File: src/rtl/lcr_pkg.sv
`timescale 1ns / 1ps
// ----------------------------------------------------------------------------
// lcr_pkg
// shared types, constants and helpers of the led current regulator
// ----------------------------------------------------------------------------
package lcr_pkg;

  localparam int EXTRA_BITS = 2;
  localparam int TIMER_TOP  = 1023;
  localparam int LEVELS     = 4;
  localparam int CHANNELS   = 2;

  localparam int LVL_SLOTS  = 4;
  localparam int LVL_W      = 2;
  localparam int TBL_DEPTH  = CHANNELS * LVL_SLOTS;
  localparam int ADDR_W     = 3;

  localparam int DUTY_W     = 12;
  localparam int CUR_W      = 10;
  localparam int TOL_W      = 8;
  localparam int CMP_W      = 10;
  localparam int ERR_W      = 3;

  localparam int STEP_UNIT     = 1 << EXTRA_BITS;
  localparam int STEP_HALF_M1  = STEP_UNIT / 2 - 1;
  localparam int STEP_FAR_UP   = 3 * STEP_UNIT;
  localparam int STEP_BOOST    = 6 * STEP_UNIT;
  localparam int STEP_FAR_DOWN = 2 * STEP_UNIT;

  localparam int CUR_HIGH       = 20;
  localparam int CUR_LOW        = 10;
  localparam int DUTY_LOW_LIM   = 40 << EXTRA_BITS;
  localparam int DUTY_HIGH_LIM  = (TIMER_TOP * 3 / 4) << EXTRA_BITS;

  localparam logic REG_MAX_CURRENT  = 1'b0;
  localparam logic REG_DUTY_CEILING = 1'b1;

  localparam logic [ERR_W-1:0]     FLAG_ANY   = 3'b001;
  localparam logic [ERR_W-1:0]     FLAG_CH0   = 3'b010;
  localparam logic [TBL_DEPTH-1:0] SLOT_MASK  = 8'h0F;

  typedef enum logic [1:0] {
    MODE_MEASURE = 2'd0,
    MODE_LEVEL   = 2'd1,
    MODE_LOAD    = 2'd2,
    MODE_SAVE    = 2'd3
  } mode_t;

  typedef struct packed {
    mode_t              mode;
    logic               level_ok;
    logic [CUR_W-1:0]   cur;
    logic [DUTY_W-1:0]  duty;
    logic [DUTY_W-1:0]  start_duty;
    logic               enabled;
    logic [CUR_W-1:0]   target;
    logic [TOL_W-1:0]   tolerance;
    logic [DUTY_W-1:0]  saved;
    logic [CUR_W-1:0]   max_current;
    logic [DUTY_W-1:0]  duty_ceiling;
  } step_in_t;

  typedef struct packed {
    logic [DUTY_W-1:0]  duty;
    logic               enabled;
    logic               start_we;
    logic [DUTY_W-1:0]  start_duty;
    logic               fault;
  } step_out_t;

  function automatic logic [CMP_W-1:0] compare_of(input logic [DUTY_W-1:0] d);
    logic [DUTY_W-1:0] s;
    s = d >> EXTRA_BITS;
    if (int'(s) > TIMER_TOP) begin
      compare_of = CMP_W'(TIMER_TOP);
    end else begin
      compare_of = s[CMP_W-1:0];
    end
  endfunction

endpackage

File: src/rtl/lcr_ram.sv
`timescale 1ns / 1ps
// ----------------------------------------------------------------------------
// lcr_ram
// generic simple dual port ram, one write port, one registered read port
// ----------------------------------------------------------------------------
module lcr_ram #(
  parameter int WIDTH  = 8,
  parameter int DEPTH  = 8,
  parameter int ADDR_W = $clog2(DEPTH)
) (
  input  logic              clk,
  input  logic              we,
  input  logic [ADDR_W-1:0] waddr,
  input  logic [WIDTH-1:0]  wdata,
  input  logic              re,
  input  logic [ADDR_W-1:0] raddr,
  output logic [WIDTH-1:0]  rdata
);

  logic [WIDTH-1:0] mem [DEPTH];

  always_ff @(posedge clk) begin
    if (we) begin
      mem[waddr] <= wdata;
    end
  end

  always_ff @(posedge clk) begin
    if (re) begin
      rdata <= mem[raddr];
    end
  end

endmodule

File: src/rtl/lcr_step.sv
`timescale 1ns / 1ps
// ----------------------------------------------------------------------------
// lcr_step
// per item duty update: fault checks, level switch and tiered regulation step
// ----------------------------------------------------------------------------
module lcr_step (
  input  lcr_pkg::step_in_t  si,
  output lcr_pkg::step_out_t so
);

  logic signed [12:0] ic, tg, tl;
  logic signed [12:0] lo1, lo2, lo4, hi1, hi2, hi4;
  logic signed [15:0] dsum;
  logic [lcr_pkg::DUTY_W-1:0] reg_duty;
  logic [lcr_pkg::DUTY_W-1:0] sl_duty;
  logic sl_en;
  logic at_start, hard_fault, boost;

  always_comb begin
    ic  = $signed({3'b000, si.cur});
    tg  = $signed({3'b000, si.target});
    tl  = $signed({5'b00000, si.tolerance});
    lo1 = tg - tl;
    lo2 = tg - (tl <<< 1);
    lo4 = tg - (tl <<< 2);
    hi1 = tg + tl;
    hi2 = tg + (tl <<< 1);
    hi4 = tg + (tl <<< 2);

    // level switch
    sl_duty = si.duty;
    sl_en   = si.enabled;
    if (si.target != '0) begin
      if (!si.enabled) begin
        sl_en   = 1'b1;
        sl_duty = si.start_duty;
      end else if (si.saved != '0) begin
        sl_duty = si.saved;
      end
    end else begin
      sl_en   = 1'b0;
      sl_duty = '0;
    end

    // tiered step
    boost = 1'b0;
    dsum  = $signed({4'b0000, si.duty});
    if (ic < lo1) begin
      dsum = dsum + 16'sd1;
      if (ic < lo2) begin
        dsum = dsum + 16'(lcr_pkg::STEP_HALF_M1);
        if (ic < lo4) begin
          dsum = dsum + 16'(lcr_pkg::STEP_FAR_UP);
          if (int'(si.cur) < lcr_pkg::CUR_LOW) begin
            boost = 1'b1;
            dsum  = dsum + 16'(lcr_pkg::STEP_BOOST);
          end
        end
      end
    end
    if (ic > hi1) begin
      dsum = dsum - 16'sd1;
      if (ic > hi2) begin
        dsum = dsum - 16'(lcr_pkg::STEP_HALF_M1);
        if (ic > hi4) begin
          dsum = dsum - 16'(lcr_pkg::STEP_FAR_DOWN);
        end
      end
    end
    if (dsum < 16'sd0) begin
      reg_duty = '0;
    end else if (dsum > $signed({4'b0000, si.duty_ceiling})) begin
      reg_duty = si.duty_ceiling;
    end else begin
      reg_duty = dsum[lcr_pkg::DUTY_W-1:0];
    end

    at_start   = (si.duty == si.start_duty);
    hard_fault = (si.cur > si.max_current)
              || (int'(si.cur) > lcr_pkg::CUR_HIGH && int'(si.duty) < lcr_pkg::DUTY_LOW_LIM)
              || (int'(si.cur) < lcr_pkg::CUR_LOW && int'(si.duty) > lcr_pkg::DUTY_HIGH_LIM)
              || (at_start && int'(si.cur) > lcr_pkg::CUR_HIGH);

    so.duty       = si.duty;
    so.enabled    = si.enabled;
    so.start_we   = 1'b0;
    so.start_duty = si.duty;
    so.fault      = 1'b0;

    case (si.mode)
      lcr_pkg::MODE_MEASURE: begin
        if (hard_fault) begin
          so.fault   = 1'b1;
          so.duty    = '0;
          so.enabled = 1'b0;
        end else if (at_start && sl_duty != si.start_duty) begin
          so.duty    = sl_duty;
          so.enabled = sl_en;
        end else begin
          so.enabled  = at_start ? sl_en : si.enabled;
          so.duty     = reg_duty;
          so.start_we = boost;
        end
      end
      lcr_pkg::MODE_LEVEL: begin
        if (si.level_ok) begin
          so.duty    = sl_duty;
          so.enabled = sl_en;
        end
      end
      default: begin
      end
    endcase
  end

endmodule

File: src/rtl/led_current_regulator_with_fault.sv
`timescale 1ns / 1ps
// ----------------------------------------------------------------------------
// led_current_regulator_with_fault
// two channel led current regulator with short fault detection
// ----------------------------------------------------------------------------
// words enter on the s_ group; s_tuser selects the operation and channel
// (measure, change level, load target entry, save duty). every word gives
// one result word on the m_ group with the channel's duty, pwm compare
// value, enable, fault flag and sticky error flags.
// on input accept the table and saved duty memory reads are issued and
// the word enters the update stage register; when that stage advances
// it updates the channel state and loads the output register.
// throughput is one word per cycle while the output is not stalled; the rate
// is set by the single read-modify-write of the channel duty in the update
// stage, with the saved duty memory forwarded when a save hits the entry being read.
// when m_tready is low the output register holds, the update stage holds
// its word and s_tready drops only once both are full.
// rst is synchronous: all channels off, duties, tables and error flags
// read as zero, max_current 1023 and duty_ceiling 4095. no clearing pass.
// cfg_we writes max_current (index 0) or duty_ceiling (index 1) at once.
// ----------------------------------------------------------------------------
module led_current_regulator_with_fault (
  input  logic        clk,
  input  logic        rst,
  input  logic        s_tvalid,
  output logic        s_tready,
  input  logic [31:0] s_tdata,   // current_sample, level_select, target_current, tolerance
  input  logic [2:0]  s_tuser,   // mode, channel
  output logic        m_tvalid,
  input  logic        m_tready,
  output logic [31:0] m_tdata,   // duty_value, compare_value, channel_on, fault_now, error_flags
  output logic [0:0]  m_tuser,   // out_channel
  input  logic        cfg_we,
  input  logic        cfg_index,
  input  logic [11:0] cfg_wdata
);

  localparam int DW = lcr_pkg::DUTY_W;
  localparam int AW = lcr_pkg::ADDR_W;
  localparam int LW = lcr_pkg::LVL_W;
  localparam int TW = lcr_pkg::CUR_W + lcr_pkg::TOL_W;

  logic [lcr_pkg::CUR_W-1:0] max_current;
  logic [DW-1:0]             duty_ceiling;

  logic [DW-1:0]             duty       [lcr_pkg::CHANNELS];
  logic [DW-1:0]             start_duty [lcr_pkg::CHANNELS];
  logic [LW-1:0]             active_level [lcr_pkg::CHANNELS];
  logic [lcr_pkg::CHANNELS-1:0]  enabled_mask;
  logic [lcr_pkg::ERR_W-1:0]     error_bits;
  logic [lcr_pkg::TBL_DEPTH-1:0] tbl_valid;
  logic [lcr_pkg::TBL_DEPTH-1:0] sv_valid;

  // input side
  lcr_pkg::mode_t            in_mode;
  logic                      in_ch;
  logic [lcr_pkg::CUR_W-1:0] in_cur;
  logic [LW-1:0]             in_lv;
  logic [lcr_pkg::CUR_W-1:0] in_tgt;
  logic [lcr_pkg::TOL_W-1:0] in_tol;
  logic                      in_lv_ok;
  logic [LW-1:0]             rd_lv;
  logic [AW-1:0]             rd_addr;
  logic                      accept;
  logic                      tbl_we;

  // update stage
  logic                      s1_valid;
  lcr_pkg::mode_t            s1_mode;
  logic                      s1_ch;
  logic [lcr_pkg::CUR_W-1:0] s1_cur;
  logic [LW-1:0]             s1_lv;
  logic                      s1_lv_ok;
  logic                      s1_tv;
  logic                      s1_fwd_hit;
  logic [DW-1:0]             s1_fwd_data;
  logic                      s1_adv;
  logic [AW-1:0]             s1_addr;
  logic [TW-1:0]             tbl_q;
  logic [DW-1:0]             sv_q;
  logic [DW-1:0]             saved_val;
  logic                      sv_we;
  lcr_pkg::step_in_t         si;
  lcr_pkg::step_out_t        so;
  logic [lcr_pkg::ERR_W-1:0] error_next;

  always_comb begin
    in_mode  = lcr_pkg::mode_t'(s_tuser[1:0]);
    in_ch    = s_tuser[2];
    in_cur   = s_tdata[9:0];
    in_lv    = s_tdata[11:10];
    in_tgt   = s_tdata[21:12];
    in_tol   = s_tdata[29:22];
    in_lv_ok = int'(in_lv) < lcr_pkg::LEVELS;
    rd_lv    = (in_mode == lcr_pkg::MODE_LEVEL && in_lv_ok) ? in_lv : active_level[in_ch];
    rd_addr  = {in_ch, rd_lv};
  end

  assign s1_adv   = s1_valid && (!m_tvalid || m_tready);
  assign s_tready = !s1_valid || s1_adv;
  assign accept   = s_tvalid && s_tready;
  assign tbl_we   = accept && in_mode == lcr_pkg::MODE_LOAD && in_lv_ok;
  assign s1_addr  = {s1_ch, s1_lv};
  assign sv_we    = s1_adv && s1_mode == lcr_pkg::MODE_SAVE;

  lcr_ram #(.WIDTH(TW), .DEPTH(lcr_pkg::TBL_DEPTH), .ADDR_W(AW)) u_tbl_ram (
    .clk   (clk),
    .we    (tbl_we),
    .waddr ({in_ch, in_lv}),
    .wdata ({in_tol, in_tgt}),
    .re    (accept),
    .raddr (rd_addr),
    .rdata (tbl_q)
  );

  lcr_ram #(.WIDTH(DW), .DEPTH(lcr_pkg::TBL_DEPTH), .ADDR_W(AW)) u_saved_ram (
    .clk   (clk),
    .we    (sv_we),
    .waddr (s1_addr),
    .wdata (duty[s1_ch]),
    .re    (accept),
    .raddr (rd_addr),
    .rdata (sv_q)
  );

  always_comb begin
    if (!sv_valid[s1_addr]) begin
      saved_val = '0;
    end else if (s1_fwd_hit) begin
      saved_val = s1_fwd_data;
    end else begin
      saved_val = sv_q;
    end
    si.mode         = s1_mode;
    si.level_ok     = s1_lv_ok;
    si.cur          = s1_cur;
    si.duty         = duty[s1_ch];
    si.start_duty   = start_duty[s1_ch];
    si.enabled      = enabled_mask[s1_ch];
    si.target       = s1_tv ? tbl_q[lcr_pkg::CUR_W-1:0] : '0;
    si.tolerance    = s1_tv ? tbl_q[TW-1:lcr_pkg::CUR_W] : '0;
    si.saved        = saved_val;
    si.max_current  = max_current;
    si.duty_ceiling = duty_ceiling;
  end

  lcr_step u_step (
    .si (si),
    .so (so)
  );

  always_comb begin
    error_next = error_bits;
    if (so.fault) begin
      error_next = error_bits | lcr_pkg::FLAG_ANY | (lcr_pkg::FLAG_CH0 << s1_ch);
    end
  end

  // configuration
  always_ff @(posedge clk) begin
    if (rst) begin
      max_current  <= 10'd1023;
      duty_ceiling <= 12'd4095;
    end else if (cfg_we) begin
      unique case (cfg_index)
        lcr_pkg::REG_MAX_CURRENT:  max_current  <= cfg_wdata[9:0];
        lcr_pkg::REG_DUTY_CEILING: duty_ceiling <= cfg_wdata;
      endcase
    end
  end

  // read stage
  always_ff @(posedge clk) begin
    if (rst) begin
      s1_valid        <= 1'b0;
      tbl_valid       <= '0;
      active_level[0] <= '0;
      active_level[1] <= '0;
    end else begin
      if (accept) begin
        s1_valid <= 1'b1;
      end else if (s1_adv) begin
        s1_valid <= 1'b0;
      end
      if (tbl_we) begin
        tbl_valid[{in_ch, in_lv}] <= 1'b1;
      end
      if (accept && in_mode == lcr_pkg::MODE_LEVEL && in_lv_ok) begin
        active_level[in_ch] <= in_lv;
      end
    end
  end

  always_ff @(posedge clk) begin
    if (accept) begin
      s1_mode     <= in_mode;
      s1_ch       <= in_ch;
      s1_cur      <= in_cur;
      s1_lv       <= rd_lv;
      s1_lv_ok    <= in_lv_ok;
      s1_tv       <= tbl_valid[rd_addr];
      s1_fwd_hit  <= sv_we && (s1_addr == rd_addr);
      s1_fwd_data <= duty[s1_ch];
    end
  end

  // update stage and output register
  always_ff @(posedge clk) begin
    if (rst) begin
      duty[0]       <= '0;
      duty[1]       <= '0;
      start_duty[0] <= '0;
      start_duty[1] <= '0;
      enabled_mask  <= '0;
      error_bits    <= '0;
      sv_valid      <= '0;
      m_tvalid      <= 1'b0;
    end else begin
      if (s1_adv) begin
        duty[s1_ch]         <= so.duty;
        enabled_mask[s1_ch] <= so.enabled;
        error_bits          <= error_next;
        if (so.start_we) begin
          start_duty[s1_ch] <= so.start_duty;
        end
        if (sv_we) begin
          sv_valid[s1_addr] <= 1'b1;
        end
        if (so.fault) begin
          sv_valid <= sv_valid & ~(lcr_pkg::SLOT_MASK << (s1_ch ? lcr_pkg::LVL_SLOTS : 0));
        end
        m_tvalid <= 1'b1;
      end else if (m_tready) begin
        m_tvalid <= 1'b0;
      end
    end
  end

  always_ff @(posedge clk) begin
    if (s1_adv) begin
      m_tuser <= s1_ch;
      m_tdata <= {5'b00000, error_next, so.fault, so.enabled,
                  lcr_pkg::compare_of(so.duty), so.duty};
    end
  end

  a_fault_turns_off: assert property (@(posedge clk) disable iff (rst)
    m_tvalid && m_tdata[23] |-> !m_tdata[22] && m_tdata[24] && m_tdata[11:0] == '0)
    else $error("fault result with channel left on or no error flag");

  a_errors_sticky: assert property (@(posedge clk) disable iff (rst)
    (error_bits & $past(error_bits)) == $past(error_bits))
    else $error("error flags cleared without reset");

  a_stall_holds_stage: assert property (@(posedge clk) disable iff (rst)
    s1_valid && !s1_adv |-> !s_tready ##1 (s1_valid && $stable(s1_ch) && $stable(s1_mode)))
    else $error("update stage lost its word under stall");

  a_fwd_only_on_save: assert property (@(posedge clk) disable iff (rst)
    accept && s1_adv && s1_mode != lcr_pkg::MODE_SAVE |=> !s1_fwd_hit)
    else $error("saved duty forwarded without a save");

endmodule
File: config.mk
export PLATFORM = sky130hd
export DESIGN_NAME = led_current_regulator_with_fault
export DESIGN_NICKNAME = d
export VERILOG_FILES = /design/src/rtl/lcr_pkg.sv /design/src/rtl/lcr_ram.sv /design/src/rtl/lcr_step.sv /design/src/rtl/led_current_regulator_with_fault.sv
export SDC_FILE = /design/constraint.sdc
export NUM_CORES = 1
export LEC_CHECK = 0
export BUFFER_PORTS_ARGS = -buffer_cell sky130_fd_sc_hd__buf_2
export CORE_UTILIZATION = 50
export DETAILED_ROUTE_END_ITERATION = 8
export GPL_ROUTABILITY_DRIVEN = 0
export GPL_TIMING_DRIVEN = 0
export HOLD_SLACK_MARGIN = 0.03
export PLACE_DENSITY_LB_ADDON = 0.05
export SYNTH_ARGS = -nofsm -noshare
export SYNTH_HDL_FRONTEND = slang
export SYNTH_SLANG_ARGS = --single-unit
File: constraint.sdc
create_clock -name clk -period 13.85 [get_ports clk]
set_input_delay 1.385 -clock clk [delete_from_list [all_inputs] [get_ports clk]]
set_output_delay 1.385 -clock clk [all_outputs]
set_load 0.02 [all_outputs]
==> results.sh <==
export IMPL_outcome="completed"
export IMPL_yosysTopAreaCell="edfxtp_1"
export IMPL_numClockSinks=425
export IMPL_ys_ff_latch=425
export IMPL_endpoint_kind="flip-flop"
export IMPL_yosysWarnings=0
export IMPL_finalHoldViolations=0
export IMPL_peakVddDrop_mv=0.120
export IMPL_cellLeakagePower_nw=10.3
export IMPL_final_util_pct=57.1
export IMPL_nFillCells=4085
export IMPL_regArea_um2=12300
export IMPL_start_util_pct=51.1
export IMPL_synthCells=2041
export IMPL_num_nets_final=2379
export IMPL_maxCapViolCount=0
export IMPL_yosys_cell_count_top_type="edfxtp_1"
export IMPL_syn2layout_area_growth_pct=11.8
export IMPL_synth_cell_types=113
export IMPL_grt_pass1_vias=16970
export IMPL_placed_cell_area_um2=26000
export IMPL_drt_wirelength_per_cell_um=23.2
export IMPL_ys_flop_type="edfxtp_1"
export IMPL_stdcell_area_um2=27400
export IMPL_avgSynthCellArea_um2=12.0
export IMPL_period_needed_ns=11.86
export IMPL_cts_setup_buffers=0
export IMPL_fin_skew_ns=0.0148
export IMPL_powerDensity_nw_per_um2=136
export IMPL_hold_class="flip-flop to flip-flop"
export IMPL_setup_viol=0
export IMPL_grt_pass1_wl_mm=101
export IMPL_hold_buffers=0
export IMPL_synth_area_um2=24500
export IMPL_fp_dieH_um=224
export IMPL_finalMaxSlewViolations=0
export IMPL_vias=17319
export IMPL_async_flop_share_pct=0
export IMPL_multi_input_area_um2=11600
export IMPL_detail_route_first_pass_iterations=5
export IMPL_rows=80
export IMPL_worstMarginPinSlew_ns=1.30
export IMPL_worstSetupPathType="flip-flop to flip-flop"
export IMPL_cpMaxStageDelayCell="a221oi_2"
export IMPL_numCtsBuffers=45
export IMPL_grt_start_max_net_pins=44
export IMPL_netlist_top_cells_area="edfxtp_1 (46%), ha_1 (6.9%), mux4_2 (5.8%)"
export IMPL_route_detailed_drc=0
export IMPL_cts_buffer_depth=3
export IMPL_io_pins=88
export IMPL_drive_gt1_share_pct=16.5
export IMPL_ctsResizeCount=0
export IMPL_path_max_fanout=10
export IMPL_port_buffers=79
export IMPL_timing_fmax_mhz=84.3
export IMPL_hold_ws_ns=0.450
export IMPL_die_w_um=224
export IMPL_synth_top_cell_area_share_pct=46.4
export IMPL_dp_hpwl_mm=47.9
export IMPL_core_area_um2=48000
export IMPL_cp_top_family="compound AO/OA/AOI/OAI gates"
export IMPL_ctsRootBufferMaster="clkbuf_16"
export IMPL_tns_ns=0
export IMPL_viasPerCell=6.10
export IMPL_clkTransAtPathRegs_ns=0.06
export IMPL_antenna_found_initial=2
export IMPL_ys_seq_area_share_pct=50.1
export IMPL_synth_edff_count=379
export IMPL_rsz0062_at_grt="no"
export IMPL_dieArea_um2=50000
export IMPL_h_tree_depth=2
export IMPL_grt_usage_pct=26.6
export IMPL_startpoint_type="flip-flop"
export IMPL_overflow=0
export IMPL_insertion_delay_ns=0.59
export IMPL_critPathBufInv=5
export IMPL_relSlewSlack_pct=12.6
export IMPL_antenna_left=0
export IMPL_arrival_ns=12.15
export IMPL_fin_crit_sh_pct=85.6
export IMPL_critPathMaxStageDelay_ns=0.77
export IMPL_cts_tree="built"
export IMPL_yosys_top_cells_count="edfxtp_1 (379), nor2_1 (200), ha_1 (135)"
export IMPL_cp_required_ns=14.14
export IMPL_drtIter0Drc=1544
export IMPL_wl_mm=65.7
final timing paths:
| kind | startpoint | end | slack, ns | depth (start not counted) |
|---|---|---|---|---|
| worst max-delay path | s1_tv | m_tdata[15] | 1.99 | 46 |
| worst min-delay path | error_bits[0] | error_bits[0] | 0.45 | 2 |
| worst max register to register | s1_tv | m_tdata[15] | 1.99 | 46 |
| worst min register to register | error_bits[0] | error_bits[0] | 0.45 | 2 |
metrics by stage:
stage               cells  setup slack (ns)  power, mW
floorplan            2045              4.45       2.26
global placement     2739              2.18       2.53
detailed placement   2753              2.08       2.55
CTS                  2836              2.00       3.76
global route         2836              1.06       3.92
finish               2837              1.99       3.74
worst reg2reg max path, delay by kind of cell, from the launching register on:
| kind | cells | cell delay (ns) |
|---|---|---|
| flip-flops | 1 | 0.35 |
| AND/OR/NAND/NOR | 14 | 2.82 |
| XOR/XNOR | 2 | 0.63 |
| buffers and inverters | 5 | 1.21 |
| multiplexers | 1 | 0.38 |
| AO/OA/AOI/OAI | 20 | 4.89 |
| adder cells (fa/ha/maj) | 4 | 1.28 |
final cells by class:
cell class                      count  area share, %
Buffer                             90           1.49
Inverter                           90           1.24
Clock buffer                       62           4.45
Tap cell                          615           2.80
Timing Repair Buffer               93           2.13
Antenna cell                        1        0.00912
Clock inverter                     21          0.935
Multi-Input combinational cell   1440           42.1
Sequential cell                   425           44.8
routing by layer:
metal	up-vias	global-route usage, %	wire, µm	part of all wire, %
met4	2	7.87	1800	2.7
met1	8576	38.4	30000	46
met3	119	3.37	3790	5.8
li1	8084	-	-	-
met5	-	0	13	0.020
met2	538	42.1	30100	46
flip-flops by register name, indices dropped and copies added, names as in the netlist, 2 cells and up, named ones only:
signal,flops
duty_ceiling,12
u_tbl_ram.rdata,18
max_current,10
m_tdata,27
u_tbl_ram.mem,144
active_level,4
start_duty,24
enabled_mask,2
s1_fwd_data,12
sv_valid,8
u_saved_ram.mem,96
s1_lv,2
u_saved_ram.rdata,12
error_bits,3
s1_mode,2
duty,24
tbl_valid,8
s1_cur,10
kinds of logic after synthesis:
group	synth area share, %
adders and majority gates	7.37
DFF	50.1
AOI/OAI and AO/OA	13.0
muxes	10.1
and+or+nand+nor	11.8
xor gates and xnor gates	4.63
other	0.0153
buffers and inverters	3.05
report_power, final:
part / switching, mW / internal (mW)
Combinational: 0.663 / 0.398
Sequential: 0.0258 / 1.45
Clock: 0.507 / 0.699
layout by cell type (no fill, tap or decap), drive strengths merged, types with 49 or more instances in the layout:
cell type / netlist / layout
a21oi: 102 / 102
buf: 30 / 123
clkbuf: 60 / 122
edfxtp: 379 / 379
ha: 135 / 135
inv: 89 / 94
mux2: 49 / 49
mux4: 63 / 63
nand2: 116 / 116
nor2: 201 / 201
o21ai: 62 / 62
xnor2: 88 / 88
Note: power is estimated with default switching activity, not from simulation.
